<file path="src/hw/rtl/antiplane_strip_stress_kernel_core_assert.svh">
// assertion macros used by the rtl, clocked on clk and disabled in reset
`ifndef ANTIPLANE_STRIP_STRESS_KERNEL_CORE_ASSERT_SVH
`define ANTIPLANE_STRIP_STRESS_KERNEL_CORE_ASSERT_SVH

// same-cycle implication
`define APS_ASSERT_IMPLIES(label, ante, cons, msg) \
    label: assert property (@(posedge clk) disable iff (!rst_n) (ante) |-> (cons)) \
        else $error(msg);

// delayed implication
`define APS_ASSERT_DELAYED(label, ante, n, cons, msg) \
    label: assert property (@(posedge clk) disable iff (!rst_n) (ante) |-> ##n (cons)) \
        else $error(msg);

`endif

</file>
<file path="src/hw/rtl/aps_pkg.sv">
`default_nettype none

package aps_pkg;

    typedef struct packed
    {
        logic signed [31:0] receiver_horizontal;
        logic signed [31:0] receiver_depth;
        logic signed [31:0] source_horizontal;
        logic signed [31:0] source_depth;
        logic        [30:0] strip_width;
    } item_t;

    typedef struct packed
    {
        logic signed [63:0] stress;
        logic               singular;
    } result_t;

    localparam int NUM_TERMS     = 4;
    localparam int DIFF_W        = 34;
    localparam int MAG_W         = 33;
    localparam int SQ_W          = 66;
    localparam int DEN_W         = 67;
    localparam int RIG_W         = 32;
    localparam int RIG_FRAC_BITS = 16;
    localparam int K_W           = 64;
    localparam int CHUNK_W       = 32;
    localparam int PROD_SHIFT    = K_W + RIG_FRAC_BITS;

    localparam logic [RIG_W-1:0] RIGIDITY_RESET = 32'd65536;
    localparam logic [K_W-1:0]   INV_TWO_PI_Q64 = 64'h28BE_60DB_9391_054A;

    // terms a, b, c, d: a and d enter with a negative coefficient
    localparam logic [NUM_TERMS-1:0] TERM_COEF_NEG = 4'b1001;

    localparam logic signed [63:0] STRESS_MAX = 64'sh7FFF_FFFF_FFFF_FFFF;
    localparam logic signed [63:0] STRESS_MIN = 64'sh8000_0000_0000_0000;

endpackage

`default_nettype wire

</file>
<file path="src/hw/rtl/aps_mul.sv">
`default_nettype none

module aps_mul
    import aps_pkg::*;
#(
    parameter int A_W    = 51,
    parameter int B_W    = 32,
    parameter int SIDE_W = 1
)
(
    input  wire logic               clk,
    input  wire logic               rst_n,
    input  wire logic               in_valid,
    input  wire logic [A_W-1:0]     a,
    input  wire logic [B_W-1:0]     b,
    input  wire logic [SIDE_W-1:0]  side_in,
    output logic                    out_valid,
    output logic [A_W+B_W-1:0]      prod,
    output logic [SIDE_W-1:0]       side_out
);

    localparam int NC   = (A_W + CHUNK_W - 1) / CHUNK_W;
    localparam int PP_W = CHUNK_W + B_W;
    localparam int P_W  = A_W + B_W;

    logic [NC*CHUNK_W-1:0] a_ext;
    logic [PP_W-1:0]       pp_next [NC];
    logic [PP_W-1:0]       pp_reg  [NC];
    logic [P_W-1:0]        prod_next;
    logic [P_W-1:0]        prod_reg;
    logic                  vld1_reg;
    logic                  vld2_reg;
    logic [SIDE_W-1:0]     side1_reg;
    logic [SIDE_W-1:0]     side2_reg;

    assign a_ext = (NC*CHUNK_W)'(a);

    // one narrow partial product per chunk of a
    always_comb
    begin
        for (int k = 0; k < NC; k++)
        begin
            pp_next[k] = PP_W'(a_ext[k*CHUNK_W +: CHUNK_W]) * PP_W'(b);
        end
    end

    always_comb
    begin
        prod_next = '0;
        for (int k = 0; k < NC; k++)
        begin
            prod_next = prod_next + (P_W'(pp_reg[k]) << (CHUNK_W * k));
        end
    end

    always_ff @(posedge clk or negedge rst_n)
    begin
        if (!rst_n)
        begin
            vld1_reg <= 1'b0;
            vld2_reg <= 1'b0;
        end
        else
        begin
            vld1_reg <= in_valid;
            vld2_reg <= vld1_reg;
        end
    end

    always_ff @(posedge clk)
    begin
        pp_reg    <= pp_next;
        side1_reg <= side_in;
        prod_reg  <= prod_next;
        side2_reg <= side1_reg;
    end

    assign out_valid = vld2_reg;
    assign prod      = prod_reg;
    assign side_out  = side2_reg;

endmodule

`default_nettype wire

</file>
<file path="config.mk">
export PLATFORM = sky130hd
export DESIGN_NAME = aps_mul
export DESIGN_NICKNAME = d
export VERILOG_FILES = /design/src/hw/rtl/antiplane_strip_stress_kernel_core_assert.svh /design/src/hw/rtl/aps_pkg.sv /design/src/hw/rtl/aps_mul.sv
export SDC_FILE = /design/constraint.sdc
export NUM_CORES = 2
export LEC_CHECK = 0
export ABC_AREA = 1
export BUFFER_PORTS_ARGS = -buffer_cell sky130_fd_sc_hd__buf_2
export CORE_MARGIN = 1
export CORE_UTILIZATION = 52
export DETAILED_ROUTE_END_ITERATION = 8
export PLACE_DENSITY = 0.8
export SLEW_MARGIN = 10
export SYNTH_ARGS = -nofsm -noshare
export SYNTH_HDL_FRONTEND = slang
export SYNTH_SLANG_ARGS = --single-unit
export TNS_END_PERCENT = 50
</file>
<file path="constraint.sdc">
create_clock -name clk -period 1.7 [get_ports clk]
set_input_delay 0.51 -clock clk [delete_from_list [all_inputs] [get_ports clk]]
set_output_delay 0.51 -clock clk [all_outputs]
set_load 0.02 [all_outputs]
</file>
## Yosys cells after proc, flatten, opt, wreduce, memory -nomap -nowiden

Index checks and enable logic that the tools add are counted.

| word-level totals | value |
|---|---|
| register bits | 202 |
| output and inout bits | 85 |
| input port bits | 87 |

| cells by class | value |
|---|---|
| add/sub/neg operators | 1 |
| $mul | 2 |

Operator list:

| operator | count |
|---|---|
| adder 64 x 83 -> 83 bit | 1 |
| multiplier 32 x 32 -> 64 bit | 1 |
| multiplier 19 x 32 -> 51 bit | 1 |

## Longest topological paths before layout

| logic depth | value |
|---|---|
| word-level depth | 1 |
| depth in mapped cells | 31 |

## Worst setup path before layout

OpenSTA, ideal clock, no wires.

| path | value |
|---|---|
| path type | input-to-reg |
| start point | in b[5] |
| end point | reg pp_reg[125] (netlist bit) |
| arrival | 6.360 ns |
| data required time | 1.588 ns |
| setup slack | -4.773 ns |
| stages on the path | 27 |
| path through | clkbuf_1 -> clkbuf_1 -> nand2_1 -> fa_1 -> inv_1 -> fa_1 -> fa_1 -> inv_1 -> fa_1 -> inv_1 -> fa_1 -> fa_1 -> fa_1 -> inv_1 -> fa_1 -> inv_1 -> ha_1 -> nand2_1 -> inv_1 -> a21oi_1 -> nand2_1 -> nand2_1 -> nand2_1 -> a21oi_1 -> nand2_1 -> nand2_1 -> nand2_1 |

RTL lines:

| what | line | text |
|---|---|---|
| start, declared | aps_mul.sv:15 | `input wire logic [B_W-1:0] b,` |
| end signal, assigned | aps_mul.sv:72 | `pp_reg <= pp_next;` |
| end, declared | aps_mul.sv:28 | `logic [PP_W-1:0] pp_reg [NC];` |

==> impl_metrics.env <==
export IMPL_start_util_pct=52.4
export IMPL_viasPerCell=5.27
export IMPL_dr_wl_met2_mm=98.4
export IMPL_wl_met3_mm=22.8
export IMPL_ys_seq_area_share_pct=6.35
export IMPL_drt_wl_total_mm=214
export IMPL_drive_above_1_share_pct=22.5
export IMPL_core_mm2=0.122
export IMPL_dp_final_hpwl_mm=166
export IMPL_path_class="in -> reg"
export IMPL_antenna_found_initial=7
export IMPL_cp_start_kind="primary input"
export IMPL_cp_startpoint="b[17]"
export IMPL_period_minus_slack_ns=6.11
export IMPL_min_delay_start="side_in"
export IMPL_synthMuxAreaShare_pct=0
export IMPL_first_global_vias=60674
export IMPL_top_layer="met5"
export IMPL_max_freq_ghz=0.164
export IMPL_drv_cap=0
export IMPL_io_buffers=171
export IMPL_status="complete, but fails checks"
export IMPL_grt_pass1_wl_mm=321
export IMPL_fin_nets=11276
export IMPL_clk_pin_slew_ns=0.06
export IMPL_worst_pin_slew_ns=0.563
export IMPL_synthToLayoutAreaGrowth_pct=25.2
export IMPL_grt_overflow=0
export IMPL_synth_cell_types=40
export IMPL_r2r_start="pp_reg[96]$_DFF_P_"
export IMPL_vias=57975
export IMPL_io_pins=172
export IMPL_remaining_drc_errors=0
export IMPL_ys_warn_count=0
export IMPL_violations="setup timing"
export IMPL_synth_area_leaders="fa_1 (44%), nand2_1 (16%), inv_1 (16%), ha_1 (8.4%), dfxtp_1 (6.3%)"
export IMPL_synth_xor_area_share_pct=1.25
export IMPL_numCtsBuffers=25
export IMPL_row_count=128
export IMPL_synthAdderAreaFrac_pct=52.5
export IMPL_hp_class="in -> reg"
export IMPL_cts_root_buf="clkbuf_16"
export IMPL_synth_simple_gate_area_share_pct=20.3
export IMPL_die_area_mm2=0.124
export IMPL_cp_data_arrival_time_ns=6.50
export IMPL_synth_area_mm2=0.0639
export IMPL_skew_ns=0.0242
export IMPL_synth_compound_area_share_pct=1.69
export IMPL_endpoint_kind="register"
export IMPL_postLayoutSetupSlackWorst_ns=-4.41
export IMPL_cts_tree="done"
export IMPL_synth_top_family_by_area="adder cells"
export IMPL_die_h_um=352
export IMPL_ys_seq_elements=202
export IMPL_cp_required_ns=2.09
export IMPL_largest_register_ffs=115
export IMPL_synth_cells=8627
export IMPL_grt_use_total_pct=32.7
export IMPL_synth_ff_type="dfxtp_1"
export IMPL_routedWlPerCell_um=19.5
export IMPL_drt_iter0_markers=5690
export IMPL_yosysMostFrequentCell="nand2_1"
export IMPL_synth_fp_nets=10551
export IMPL_cts_num_sinks=202
export IMPL_setup_viol=158
export IMPL_maxSlewViolCount=0
export IMPL_fin_crit_sh_pct=359
export IMPL_finalSetupTns_ns=-431.57
export IMPL_synthArstFlopShare_pct=0.990
export IMPL_h_tree_depth=1
export IMPL_wl_met1_mm=77.9
export IMPL_slew_headroom_pct=62.5
export IMPL_firstDrtPassIters=9
export IMPL_worstSkewPairLatency_ns=0.55
export IMPL_die_w_um=352
export IMPL_synth_edf_count=0
export IMPL_grt_max_degree=27
export IMPL_worstPathMaxFanout=7
export IMPL_ctsLongestPathBuffers=3
export IMPL_gp_congestion=0.996
export IMPL_antenna_left=0
export IMPL_rsz0062_at_grt="yes"
export IMPL_yosys_top_cells_count="nand2_1 (2748), inv_1 (2677), fa_1 (1406), ha_1 (431), clkbuf_1 (341)"
export IMPL_hold_violations=0
export IMPL_synth_top_cell_area_share_pct=44.1
export IMPL_synth_top_area_cell="fa_1"
export IMPL_syn_avg_cell_area_um2=7.40
[worst max-delay path, stage by stage]
cell and delay [ns]:
buf_8 0.10, buf_8 0.13, buf_12 0.14, nand2_1 0.05, inv_1 0.05, fa_1 0.54
inv_2 0.04, fa_1 0.55, inv_2 0.05, fa_1 0.50, fa_1 0.59, fa_1 0.47
fa_1 0.52, fa_1 0.43, fa_1 0.50, ha_4 0.35, nand2_4 0.08, buf_4 0.15
nor3_4 0.27, nand2_2 0.13, inv_2 0.06, nand2_1 0.06, nand4_1 0.09, nand2_2 0.12
[cells in the final DEF (no fill, tap or decap), types with 10 or more instances in the layout]
master     count
nor2_1       115
nand3_4       10
inv_1       2512
a21oi_1       66
o21bai_1      21
buf_6        103
dfxtp_1      200
o21ai_0       22
inv_2        178
clkbuf_16     40
nor2_2        52
xor2_2        16
xnor2_1       10
nor2_4        69
fa_2          91
nand2_1     2406
nand3_1      106
buf_16        12
fa_1        1315
nor3_1        18
a21oi_4       24
nand2_2      264
buf_4        645
nand4_1       39
buf_2        114
buf_8         32
xor2_1        62
nor3_2        19
a21oi_2       35
nand2_4      101
buf_12       119
ha_4          87
nand3_2       35
ha_1         340
[cells by family (layout without fill, tap and decap cells)]
group | Yosys count | in the layout
adder cells (fa/ha/maj) | 1837 | 1837
AO/OA/AOI/OAI | 195 | 195
flip-flops | 202 | 202
AND/OR/NAND/NOR | 3255 | 3255
XOR/XNOR | 91 | 91
buffers and inverters | 3047 | 3790
other | 0 | 2
[layout make-up]
cell class	instances	area [um2]
antenna	2	5.00
clock buffer	29	661
clock inverter	16	170
fill	9083	41900
inverter	2701	10200
multi-input combinational	5378	52600
sequential	202	4050
tap	1625	2030
timing repair buffer	1044	10200
[metrics by stage]
step | cells | instance area [um2] | hold slack [ns] | util (%) | worst slack (ns)
global route | 10997 | 80000 | 0.0692 | 65.6 | -4.58
CTS | 10899 | 75700 | 0.0647 | 62.1 | -4.36
finish | 10997 | 80000 | 0.0804 | 65.6 | -4.41
detailed placement | 10807 | 72700 | 0.300 | 59.7 | -5.34
global placement | 10807 | 72700 | 0.294 | 59.7 | -5.27
floorplan | 8627 | 65400 | 0.214 | - | -4.42
[routing by layer]
metal / global-route usage [%] / vias to the layer above
li1: - / 25333
met1: 42.4 / 28233
met2: 53.9 / 3436
met3: 5.29 / 965
met4: 14.6 / 8
met5: 0 / -
[repair_timing]
item                                    CTS  global route
buffers inserted                         39            86
endpoints found under the hold margin     2             0
resized for setup                       439           928
endpoints found under the setup margin  158           158
hold buffers                              1             0
gates cloned                             10            15
pin swaps                               147           403
[worst paths after layout]
check / slack (ns) / cells past startpoint / end
max: -4.41 / 24 / pp_reg[101]$_DFF_P_
min: 0.08 / 1 / side1_reg$_DFF_P_
max reg2reg: -0.59 / 13 / prod[62]$_DFF_P_
min reg2reg: 0.32 / 0 / prod[19]$_DFF_P_
max in group asynchronous: 1.31 / 2 / out_valid$_DFF_PN0_
min in group asynchronous: 0.30 / 2 / vld1_reg$_DFF_PN0_
Power is not shown: default switching activity piles up to over one toggle a cycle in this logic, so the estimate is an artifact.
